==> config.mk <==
export PLATFORM = sky130hd
export DESIGN_NAME = nested_comment_strip_string_escape
export DESIGN_NICKNAME = d
export VERILOG_FILES = /design/src/rtl/ncs_pkg.sv /design/src/rtl/ncs_scan.sv /design/src/rtl/ncs_emit.sv /design/src/rtl/nested_comment_strip_string_escape.sv
export SDC_FILE = /design/constraint.sdc
export NUM_CORES = 1
export LEC_CHECK = 0
export BUFFER_PORTS_ARGS = -buffer_cell sky130_fd_sc_hd__buf_2
export CELL_PAD_IN_SITES_DETAIL_PLACEMENT = 0
export CELL_PAD_IN_SITES_GLOBAL_PLACEMENT = 1
export CORE_MARGIN = 5
export CORE_UTILIZATION = 40
export CTS_CLUSTER_DIAMETER = 50
export DETAILED_ROUTE_END_ITERATION = 10
export GPL_TIMING_DRIVEN = 0
export PLACE_DENSITY_LB_ADDON = 0.1
export SLEW_MARGIN = 10
export SYNTH_ARGS = -nofsm -noshare
export SYNTH_HDL_FRONTEND = slang
export SYNTH_SLANG_ARGS = --single-unit
==> constraint.sdc <==
create_clock -name i_clk -period 4.5 [get_ports i_clk]
set_clock_uncertainty 0.2 [all_clocks]
set_input_delay 0.45 -clock i_clk [delete_from_list [all_inputs] [get_ports i_clk]]
set_output_delay 0.45 -clock i_clk [all_outputs]
set_load 0.02 [all_outputs]
==> src/rtl/ncs_pkg.sv <==
`timescale 1ns / 1ps
// Package for the comment-stripping string escaper.
// Scan mode codes, character constants, result burst type and its append helper.
package ncs_pkg;

    localparam int MAX_OUT = 6;
    localparam int CNT_W   = 3;

    localparam logic [2:0] MODE_NORMAL        = 3'd0;
    localparam logic [2:0] MODE_PAREN         = 3'd1;
    localparam logic [2:0] MODE_COMMENT       = 3'd2;
    localparam logic [2:0] MODE_COMMENT_PAREN = 3'd3;
    localparam logic [2:0] MODE_COMMENT_STAR  = 3'd4;

    localparam logic [7:0] CH_QUOTE  = 8'h22;
    localparam logic [7:0] CH_BSLASH = 8'h5C;
    localparam logic [7:0] CH_CR     = 8'h0D;
    localparam logic [7:0] CH_LF     = 8'h0A;
    localparam logic [7:0] CH_LPAREN = 8'h28;
    localparam logic [7:0] CH_STAR   = 8'h2A;
    localparam logic [7:0] CH_RPAREN = 8'h29;
    localparam logic [7:0] CH_N      = 8'h6E;

    typedef struct packed {
        logic [2:0] mode;
        logic       quote;
    } t_scan;

    typedef struct packed {
        logic [MAX_OUT-1:0][7:0] chars;
        logic [CNT_W-1:0]        cnt;
    } t_burst;

    function automatic t_burst put_char(t_burst b, logic [7:0] ch);
        t_burst r;
        r = b;
        if (r.cnt < CNT_W'(MAX_OUT)) begin
            r.chars[r.cnt] = ch;
            r.cnt          = r.cnt + 1'b1;
        end
        return r;
    endfunction

endpackage

==> src/rtl/ncs_scan.sv <==
`timescale 1ns / 1ps
// Next-state and result logic for one text byte or end marker.
// Depends on ncs_pkg.
module ncs_scan #(
    parameter int MAX_NEST_DEPTH = 255,
    parameter int DW             = 8
) (
    input  ncs_pkg::t_scan  i_scan,
    input  logic [DW-1:0]   i_depth,
    input  logic [7:0]      i_byte,
    input  logic            i_last,
    output ncs_pkg::t_scan  o_scan,
    output logic [DW-1:0]   o_depth,
    output ncs_pkg::t_burst o_burst
);
    import ncs_pkg::*;

    t_burst        b;
    t_scan         n_scan;
    logic [DW-1:0] n_depth;
    logic          plain;

    always_comb begin
        b       = '0;
        n_scan  = i_scan;
        n_depth = i_depth;
        plain   = 1'b0;
        if (!i_scan.quote) begin
            b            = put_char(b, CH_QUOTE);
            n_scan.quote = 1'b1;
        end
        if (i_last) begin
            if (i_scan.mode == MODE_PAREN) begin
                b = put_char(b, CH_LPAREN);
            end
            b            = put_char(b, CH_QUOTE);
            n_scan.mode  = MODE_NORMAL;
            n_scan.quote = 1'b0;
            n_depth      = '0;
        end else begin
            unique case (i_scan.mode)
                MODE_PAREN: begin
                    if (i_byte == CH_STAR) begin
                        n_depth     = DW'(1);
                        n_scan.mode = MODE_COMMENT;
                    end else begin
                        b           = put_char(b, CH_LPAREN);
                        n_scan.mode = MODE_NORMAL;
                        plain       = 1'b1;
                    end
                end
                MODE_COMMENT, MODE_COMMENT_PAREN, MODE_COMMENT_STAR: begin
                    priority if (i_scan.mode == MODE_COMMENT_PAREN && i_byte == CH_STAR) begin
                        if (i_depth < DW'(MAX_NEST_DEPTH)) begin
                            n_depth = i_depth + 1'b1;
                        end
                        n_scan.mode = MODE_COMMENT;
                    end else if (i_scan.mode == MODE_COMMENT_STAR && i_byte == CH_RPAREN) begin
                        if (i_depth <= DW'(1)) begin
                            n_depth     = '0;
                            n_scan.mode = MODE_NORMAL;
                        end else begin
                            n_depth     = i_depth - 1'b1;
                            n_scan.mode = MODE_COMMENT;
                        end
                    end else if (i_byte == CH_LPAREN) begin
                        n_scan.mode = MODE_COMMENT_PAREN;
                    end else if (i_byte == CH_STAR) begin
                        n_scan.mode = MODE_COMMENT_STAR;
                    end else begin
                        n_scan.mode = MODE_COMMENT;
                    end
                end
                default: begin
                    n_scan.mode = MODE_NORMAL;
                    plain       = 1'b1;
                end
            endcase
            if (plain) begin
                unique case (i_byte)
                    CH_QUOTE: begin
                        b = put_char(b, CH_BSLASH);
                        b = put_char(b, CH_QUOTE);
                    end
                    CH_BSLASH: begin
                        b = put_char(b, CH_BSLASH);
                        b = put_char(b, CH_BSLASH);
                    end
                    CH_CR: begin
                    end
                    CH_LF: begin
                        b = put_char(b, CH_BSLASH);
                        b = put_char(b, CH_N);
                        b = put_char(b, CH_QUOTE);
                        b = put_char(b, CH_LF);
                        b = put_char(b, CH_QUOTE);
                    end
                    CH_LPAREN: begin
                        n_scan.mode = MODE_PAREN;
                    end
                    default: begin
                        b = put_char(b, i_byte);
                    end
                endcase
            end
        end
    end

    assign o_scan  = n_scan;
    assign o_depth = n_depth;
    assign o_burst = b;

endmodule

==> src/rtl/ncs_emit.sv <==
`timescale 1ns / 1ps
// Result register: holds up to six characters of one item and sends them in order.
// Depends on ncs_pkg.
module ncs_emit (
    input  logic            i_clk,
    input  logic            i_rst_n,
    input  logic            i_load,
    input  ncs_pkg::t_burst i_burst,
    input  logic            i_ready,
    output logic            o_valid,
    output logic [7:0]      o_data,
    output logic            o_last,
    output logic            o_load_ok
);
    import ncs_pkg::*;

    logic [MAX_OUT-1:0][7:0] r_chars;
    logic [CNT_W-1:0]        r_cnt;
    logic                    fire;

    assign o_valid   = (r_cnt != '0);
    assign o_data    = r_chars[0];
    assign o_last    = (r_cnt == CNT_W'(1));
    assign fire      = o_valid && i_ready;
    assign o_load_ok = !o_valid || (o_last && i_ready);

    always_ff @(posedge i_clk) begin
        if (!i_rst_n) begin
            r_cnt <= '0;
        end else if (i_load) begin
            r_cnt <= i_burst.cnt;
        end else if (fire) begin
            r_cnt <= r_cnt - 1'b1;
        end
    end

    // shift the next character down on each transfer
    always_ff @(posedge i_clk) begin
        if (i_load) begin
            r_chars <= i_burst.chars;
        end else if (fire) begin
            r_chars <= {8'h00, r_chars[MAX_OUT-1:1]};
        end
    end

endmodule

==> src/rtl/nested_comment_strip_string_escape.sv <==
`timescale 1ns / 1ps
// Top level of the comment-stripping string escaper: input register, scan state,
// scan logic and result register. Depends on ncs_pkg, ncs_scan, ncs_emit.
//
//  channel  | direction | tdata                    | tlast
//  s_axis   | in        | [7:0] text_byte          | end_of_text
//  m_axis   | out       | [7:0] out_char           | last_of_run
//
// Scan logic between input and result registers is combinational. One character leaves
// per cycle while the output is ready; an item giving one character thus sustains one
// item per cycle. An item giving more characters holds the input until its last one has
// left the single result register port. Items giving no character send nothing.
// Reset is synchronous, active low, and clears the scan state and the valid state
// of both registers.
// A stalled output keeps one item waiting in the input register.
module nested_comment_strip_string_escape #(
    parameter int MAX_NEST_DEPTH = 255
) (
    input  logic       i_clk,
    input  logic       i_rst_n,
    input  logic       i_s_axis_tvalid,
    output logic       o_s_axis_tready,
    input  logic [7:0] i_s_axis_tdata,   // [7:0] text_byte
    input  logic       i_s_axis_tlast,   // end_of_text
    output logic       o_m_axis_tvalid,
    input  logic       i_m_axis_tready,
    output logic [7:0] o_m_axis_tdata,   // [7:0] out_char
    output logic       o_m_axis_tlast    // last_of_run
);
    import ncs_pkg::*;

    localparam int DW = $clog2(MAX_NEST_DEPTH + 1);

    logic          r_in_valid;
    logic [7:0]    r_in_byte;
    logic          r_in_last;
    t_scan         r_scan;
    logic [DW-1:0] r_depth;

    t_scan         n_scan;
    logic [DW-1:0] n_depth;
    t_burst        burst;
    logic          load_ok;
    logic          consume;
    logic          in_xfer;

    assign consume         = r_in_valid && load_ok;
    assign o_s_axis_tready = !r_in_valid || consume;
    assign in_xfer         = i_s_axis_tvalid && o_s_axis_tready;

    always_ff @(posedge i_clk) begin
        if (!i_rst_n) begin
            r_in_valid <= 1'b0;
        end else if (in_xfer) begin
            r_in_valid <= 1'b1;
        end else if (consume) begin
            r_in_valid <= 1'b0;
        end
    end

    always_ff @(posedge i_clk) begin
        if (in_xfer) begin
            r_in_byte <= i_s_axis_tdata;
            r_in_last <= i_s_axis_tlast;
        end
    end

    always_ff @(posedge i_clk) begin
        if (!i_rst_n) begin
            r_scan  <= '{mode: MODE_NORMAL, quote: 1'b0};
            r_depth <= '0;
        end else if (consume) begin
            r_scan  <= n_scan;
            r_depth <= n_depth;
        end
    end

    ncs_scan #(
        .MAX_NEST_DEPTH(MAX_NEST_DEPTH),
        .DW            (DW)
    ) u_scan (
        .i_scan (r_scan),
        .i_depth(r_depth),
        .i_byte (r_in_byte),
        .i_last (r_in_last),
        .o_scan (n_scan),
        .o_depth(n_depth),
        .o_burst(burst)
    );

    ncs_emit u_emit (
        .i_clk    (i_clk),
        .i_rst_n  (i_rst_n),
        .i_load   (consume),
        .i_burst  (burst),
        .i_ready  (i_m_axis_tready),
        .o_valid  (o_m_axis_tvalid),
        .o_data   (o_m_axis_tdata),
        .o_last   (o_m_axis_tlast),
        .o_load_ok(load_ok)
    );

endmodule

==> results.yml, run 1 <==
placement:
  post-place-cells: 694
  dp_slack_ns: -0.971
  gp_congestion: 0.950
  dpl-instance-area_um2: 5050
  dpl.hpwl_um: 11400
  io_buffers: 22
synth:
  synth_area_leaders: "edfxtp_1 32%, dfxtp_1 6.7%, ha_1 6.0%, nand2_1 5.1%, a21oi_1 3.7%"
  synth_seq_cells: 67
  synthArstFlopShare: 0
  yosysTopAreaCellShare: 0.322
  synth_top_cell_by_area: "edfxtp_1"
  synth-seq-area-share: 0.389
  synth_ff_type: "edfxtp_1"
  synthesis.area_um2: 4760
  synth.avg_cell_area_um2: 9.00
  synth-edff-count: 51
  synth_nets: 565
  syn_inst: 529
  synth_warnings: 0
  synth_cell_types: 78
timing:
  setup_violations: 0
  worst_pin_slew_ns: 1.23
  max_freq_mhz: 233
  slew_headroom: 0.178
  finalHoldViolCount: 0
  fin_ws_ns: 0.212
  period_minus_slack_ns: 4.29
  period_share: 0.953
  fin_tns_setup_ns: 0
  fin_hold_ws_ns: 0.0828
  rsz0062_at_grt: "no"
  finalMaxSlewViolations: 0
global_routing:
  grt_max_degree: 50
  overflow: 0
  grtUsageMet3: 0.0512
  grtUsageTotal: 0.221
  met1_usage: 0.326
  grt_use_met2: 0.315
  top_usage_layer: "met1"
  antenna_found_initial: 0
  grt_first_pass_wirelength_um: 24400
  grt_pass1_vias: 4216
cells_and_area:
  drive_above_1_share: 0.161
  nFillCells: 1124
  fin_nets: 601
  antenna_cells: 0
  instances_no_fill: 713
  area_growth_pct: 15.7
  final_area_um2: 5510
  utilization: 0.476
power:
  powerDensity_nw_per_um2: 480
  p_leak_nw: 1.93
  p_total_mw: 2.65
  ir_drop_v: 0.000303
detailed_routing:
  drcViolationCount: 0
  drt-initial-drc-count: 490
  wl_um: 15500
  num_vias: 4442
  firstDrtPassIters: 5
  antenna_left: 0
  wl_per_cell_um: 21.7
  viasPerCell: 6.23
clock_tree:
  cts_sinks: 67
  cts_hold_buf: 0
  cts_root_buffer: "clkbuf_16"
  clock_path_buffers: 2
  clk_pin_slew_worst_paths_ns: 0.06
  cts_made_buffers: 9
  cts_tree: "built"
  htreeDepth: 3
  clock_latency_ns: 0.34
run_status:
  status: "completed"
setup_path:
  crit_type: "reg -> reg"
  cp.arrival_ns: 4.16
  critPathCaptureType: "register"
  cp-start-kind: "register"
  r2r_start: "r_in_byte[6]$_DFFE_PP_"
  cp_max_fo: 9
  cp.required_ns: 4.37
  cp-startpoint: "r_in_byte[6]$_DFFE_PP_"
flow_run:
  maxCapViolCount: 0
floorplan:
  die_x_um: 119
  num_rows: 39
  design.core.area_um2: 11600
  initial_core_util: 0.412
  io-pin-count: 24
  dieArea_um2: 14200
  die_y_um: 119
min_path:
  min_from: "i_s_axis_tdata[2]"
  hold_class: "in -> reg"
## synth_stat cells, drive strengths merged, types with 6 or more instances
| cell | number |
|---|---|
| o211ai | 15 |
| or3 | 12 |
| nand2b | 6 |
| a22oi | 6 |
| o31ai | 7 |
| dfxtp | 16 |
| clkbuf | 28 |
| buf | 21 |
| ha | 23 |
| nor3 | 17 |
| a32o | 7 |
| nor4b | 6 |
| nand3 | 15 |
| inv | 14 |
| nand4 | 9 |
| a21oi | 35 |
| nand2 | 65 |
| o21ai | 34 |
| a31oi | 9 |
| edfxtp | 51 |
| nor2b | 6 |
| nor2 | 26 |
## cells by family after synthesis
| family | after synthesis | share of synthesized area |
|---|---|---|
| AO/OA/AOI/OAI | 165 | 0.236 |
| AND/OR/NAND/NOR | 204 | 0.240 |
| flip-flops | 67 | 0.389 |
| adder cells (fa/ha/maj) | 23 | 0.0604 |
| buffers and inverters | 64 | 0.0625 |
| XOR/XNOR | 3 | 0.00552 |
| multiplexers | 3 | 0.00657 |
## critical path: stages, from the launching register on
cell and delay (ns):
edfxtp_1 0.34, buf_2 0.21, nor4b_4 0.32, nand3_2 0.20
ha_1 0.35, nor4bb_4 0.32, a21oi_2 0.13, inv_2 0.11
ha_2 0.28, clkinv_2 0.21, ha_4 0.39, a221oi_4 0.09
nand3_1 0.18, o21ai_0 0.11, o311ai_0 0.44, a31oi_1 0.15
## cell usage in the layout (no fill, tap or decap), types with 4 or more instances in the layout
cell and instances:
o211ai_1 15, nand3_1 14, nor2b_1 6, nand2b_1 6, inv_1 12, and3_1 5, edfxtp_1 51, clkbuf_1 27
a22oi_1 6, nor4b_1 4, nor4_1 4, a31oi_1 9, nand2_1 65, o21ai_0 34, dfxtp_1 15, nor3_1 16
o31ai_1 7, a21oi_1 34, nand4_1 8, ha_1 21, buf_2 32, clkbuf_16 9, buf_4 12, a32o_1 7
a21o_1 5, or3_1 12, a22o_1 5, nor2_1 26, and2_1 4
## sequential cells by signal, summed over array words and instances, names as in the netlist
register / count
r_depth: 8
r_in_byte: 8
r_in_last: 1
r_in_valid: 1
r_scan: 4
u_emit.o_data: 8
u_emit.r_chars: 34
u_emit.r_cnt: 3
## area by class of cell
class / count / area [um2] / area share
multi-input cells: 398 / 2730 / 0.495
flip-flops and latches: 67 / 1850 / 0.336
plain buffers: 48 / 238 / 0.0431
clock buffers: 9 / 225 / 0.0409
well taps: 143 / 179 / 0.0325
repair buffers: 26 / 140 / 0.0254
clock inverters: 7 / 91.3 / 0.0166
inverters: 15 / 57.6 / 0.0104
## repair_timing
item	in CTS	in global routing
setup endpoints to repair	16	10
buffers inserted	4	0
gates resized for setup	11	10
pin swaps	2	1
## routing by layer
layer / vias to the layer above / wire length, um
met5: - / 0
met4: 0 / 359
met3: 32 / 1100
met2: 188 / 6740
met1: 2128 / 7300
li1: 2094 / -
## path summary, 6_finish.rpt
check                               endpoint  slack [ns]  depth (start not counted)
setup reg to reg  u_emit.o_data[1]$_DFFE_PP_        0.21                         15
hold / removal        r_in_byte[2]$_DFFE_PP_        0.08                          1
setup / recovery  u_emit.o_data[1]$_DFFE_PP_        0.21                         15
hold reg to reg      r_depth[4]$_SDFFE_PN0P_        0.29                          1
## power by group
| group | total [mW] | internal (mW) | leakage (nW) | switching (mW) |
|---|---|---|---|---|
| sequential | 1.04 | 0.959 | 0.630 | 0.0791 |
| clock | 0.760 | 0.483 | 0.147 | 0.277 |
| combinational | 0.848 | 0.309 | 1.15 | 0.540 |
(Power assumes the default switching activity.)
==> run 2: changes to the inputs <==
--- a/config.mk
+++ b/config.mk
@@ -8,13 +8,15 @@
 export BUFFER_PORTS_ARGS = -buffer_cell sky130_fd_sc_hd__buf_2
 export CELL_PAD_IN_SITES_DETAIL_PLACEMENT = 0
 export CELL_PAD_IN_SITES_GLOBAL_PLACEMENT = 1
+export CORE_ASPECT_RATIO = 0.6
 export CORE_MARGIN = 5
 export CORE_UTILIZATION = 40
 export CTS_CLUSTER_DIAMETER = 50
 export DETAILED_ROUTE_END_ITERATION = 10
 export GPL_TIMING_DRIVEN = 0
-export PLACE_DENSITY_LB_ADDON = 0.1
+export PLACE_DENSITY = 0.69
 export SLEW_MARGIN = 10
 export SYNTH_ARGS = -nofsm -noshare
 export SYNTH_HDL_FRONTEND = slang
+export SYNTH_HIERARCHICAL = 1
 export SYNTH_SLANG_ARGS = --single-unit
==> run 2 against run 1 <==
  * Global-route usage grew 0.46 points
  * Sequential share of layout area shrank 3.0 points
  * Total power rose by 19%
  * Routed wire length is 21% higher
  * Utilization grew 0.67 points
  * Critical endpoint is now u_emit/o_data[3]$_DFFE_PP_
  * Via count grew 17%
  * Worst hold slack better by 0.0010 ns
  * Non-clock buffer count increased by 22
  * Die area increased by 18%
==> results.yml, run 2 <==
floorplan:
  io-pin-count: 24
  initial_core_util: 0.412
  die_x_um: 164
  dieArea_um2: 16700
  num_rows: 33
  design.core.area_um2: 13700
  die_y_um: 102
timing:
  period_minus_slack_ns: 4.39
  worst_pin_slew_ns: 0.830
  finalHoldViolCount: 0
  finalMaxSlewViolations: 0
  slew_headroom: 0.442
  fin_hold_ws_ns: 0.0838
  setup_violations: 0
  max_freq_mhz: 228
  period_share: 0.974
detailed_routing:
  antenna_left: 0
  wl_per_cell_um: 21.8
  drcViolationCount: 0
  firstDrtPassIters: 6
  wl_um: 18800
  drt-initial-drc-count: 549
  num_vias: 5195
  viasPerCell: 6.03
synth:
  synth_common_cells: "67 x nand2_1, 57 x edfxtp_1, 40 x mux2_2"
  synth_area_leaders: "edfxtp_1 30%, mux2_2 8.0%, dfxtp_1 5.7%, ha_1 5.3%, nand2_1 4.4%"
  synth_seq_cells: 73
  synth-seq-area-share: 0.359
  synth.avg_cell_area_um2: 9.34
  synth_ff_type: "edfxtp_1"
  synth_top_cell_by_area: "edfxtp_1"
  synthesis.area_um2: 5660
  synth-edff-count: 57
  yosysTopAreaCellShare: 0.302
  syn_inst: 606
  synth_cell_types: 90
  synth_warnings: 6
  synth.most_common_cell: "nand2_1"
  synthArstFlopShare: 0
clock_tree:
  cts_sinks: 73
  cts_made_buffers: 9
  cts_tree: "built"
  cts_root_buffer: "clkbuf_16"
  clk_pin_slew_worst_paths_ns: 0.06
  htreeDepth: 3
  clock_latency_ns: 0.34
  clock_path_buffers: 2
placement:
  io_buffers: 23
  dpl.hpwl_um: 13700
  gp_congestion: 0.970
cells_and_area:
  regMostFlops: "u_emit/r_chars"
  drive_above_1_share: 0.286
  largest_register_ffs: 40
  final_common_cell: "nand2_1"
  final_cell_mix: "64 x nand2_1, 57 x edfxtp_1, 40 x mux2_2, 38 x buf_4, 36 x buf_2"
  area_growth_pct: 17.3
  antenna_cells: 0
  fin_nets: 701
setup_path:
  cp_max_fo: 10
  cp.required_ns: 4.38
  crit_type: "reg -> reg"
  cp.arrival_ns: 4.27
  critPathCaptureType: "register"
  cp-start-kind: "register"
global_routing:
  grtUsageTotal: 0.226
  grt_max_degree: 37
  grt_pass1_vias: 4664
  grt_first_pass_wirelength_um: 28600
  overflow: 0
  antenna_found_initial: 0
power:
  p_total_mw: 3.15
  powerDensity_nw_per_um2: 475
  p_leak_nw: 2.49
  ir_drop_v: 0.000247
flow_run:
  maxCapViolCount: 0
run_status:
  status: "completed"
min_path:
  hold_class: "in -> reg"
run 2: cell types whose count changed after synthesis, sizes merged, moves of 8 or more:
cell / delta
clkbuf: -14
mux2: +39
buf: +17
o211ai: -11
and2: +9
and3: +13
nand4: +11
nand3: +8
or3: -8
run 2: report_power, final:
| group | total (mW) | leakage, nW | switching [mW] | internal (mW) |
|---|---|---|---|---|
| registers | 1.21 | 0.684 | 0.0927 | 1.12 |
| clock network | 0.705 | 0.146 | 0.295 | 0.411 |
| logic | 1.24 | 1.66 | 0.711 | 0.528 |
run 2: path summary, 6_finish.rpt:
kind                                 from                         end  slack [ns]  depth (start not counted)
setup / recovery   r_in_byte[2]$_DFFE_PP_  u_emit/o_data[3]$_DFFE_PP_        0.11                         16
hold / removal          i_s_axis_tdata[2]      r_in_byte[2]$_DFFE_PP_        0.08                          1
setup reg to reg   r_in_byte[2]$_DFFE_PP_  u_emit/o_data[3]$_DFFE_PP_        0.11                         16
hold reg to reg   r_depth[4]$_SDFFE_PN0P_     r_depth[4]$_SDFFE_PN0P_        0.25                          2
run 2: layout make-up:
| class | count | area (um2) |
|---|---|---|
| plain buffers | 52 | 374 |
| clock buffers | 11 | 254 |
| clock inverters | 5 | 35.0 |
| fillers | 1306 | 7110 |
| inverters | 22 | 86.3 |
| multi-input cells | 462 | 3330 |
| flip-flops and latches | 73 | 2030 |
| well taps | 192 | 240 |
| repair buffers | 44 | 289 |
run 2: cell families (layout without fill, tap and decap cells):
family,count (synthesis),in the layout,share of synthesized area
flops,73,73,0.359
fa+ha+maj,24,24,0.0530
other cells,1,4,0.000662
simple gates,230,230,0.230
xor+xnor,1,1,0.00155
compound gates,161,161,0.196
buf+inv,74,134,0.0771
mux,42,42,0.0831
run 2: worst max-delay path: stages (launching register included):
cell        delay, ns
edfxtp_1         0.42
buf_8            0.15
and4bb_2         0.35
nand2_2          0.09
ha_1             0.31
or4b_4           0.57
o21ai_4          0.13
clkinvlp_4       0.18
buf_6            0.17
ha_1             0.20
buf_4            0.19
nor3_4           0.19
and2_4           0.19
a311oi_1         0.08
o31ai_1          0.28
a31oi_1          0.12
mux2_2           0.28
run 2: what timing repair did:
| action | CTS | global route |
|---|---|---|
| endpoints found under the setup margin | 23 | 12 |
| buffers inserted | 8 | 12 |
| resized for setup | 21 | 21 |
| pin swaps | 3 | 9 |
| hold buffers | 0 | 0 |
run 2: metrics by stage:
stage | instance area, um2 | setup TNS (ns) | instances | util | setup slack [ns]
final | 6640 | 0 | 861 | 0.483 | 0.115
after CTS | 6480 | 0 | 849 | 0.471 | 0.00268
after floorplan | 5670 | 0 | 609 | - | 0.209
after global routing | 6640 | -0.0230 | 861 | 0.483 | -0.0230
after detailed placement | 6050 | -7.27 | 825 | 0.440 | -0.741
after global placement | 6030 | -7.41 | 824 | 0.438 | -0.816
run 2: metal layers:
metal / vias to the layer above / GRT usage / wire length (um)
met2: 279 / 0.282 / 6730
met4: 0 / 0.0387 / 189
met1: 2502 / 0.381 / 9690
met5: - / 0 / 0
met3: 20 / 0.0532 / 2180
li1: 2394 / - / -
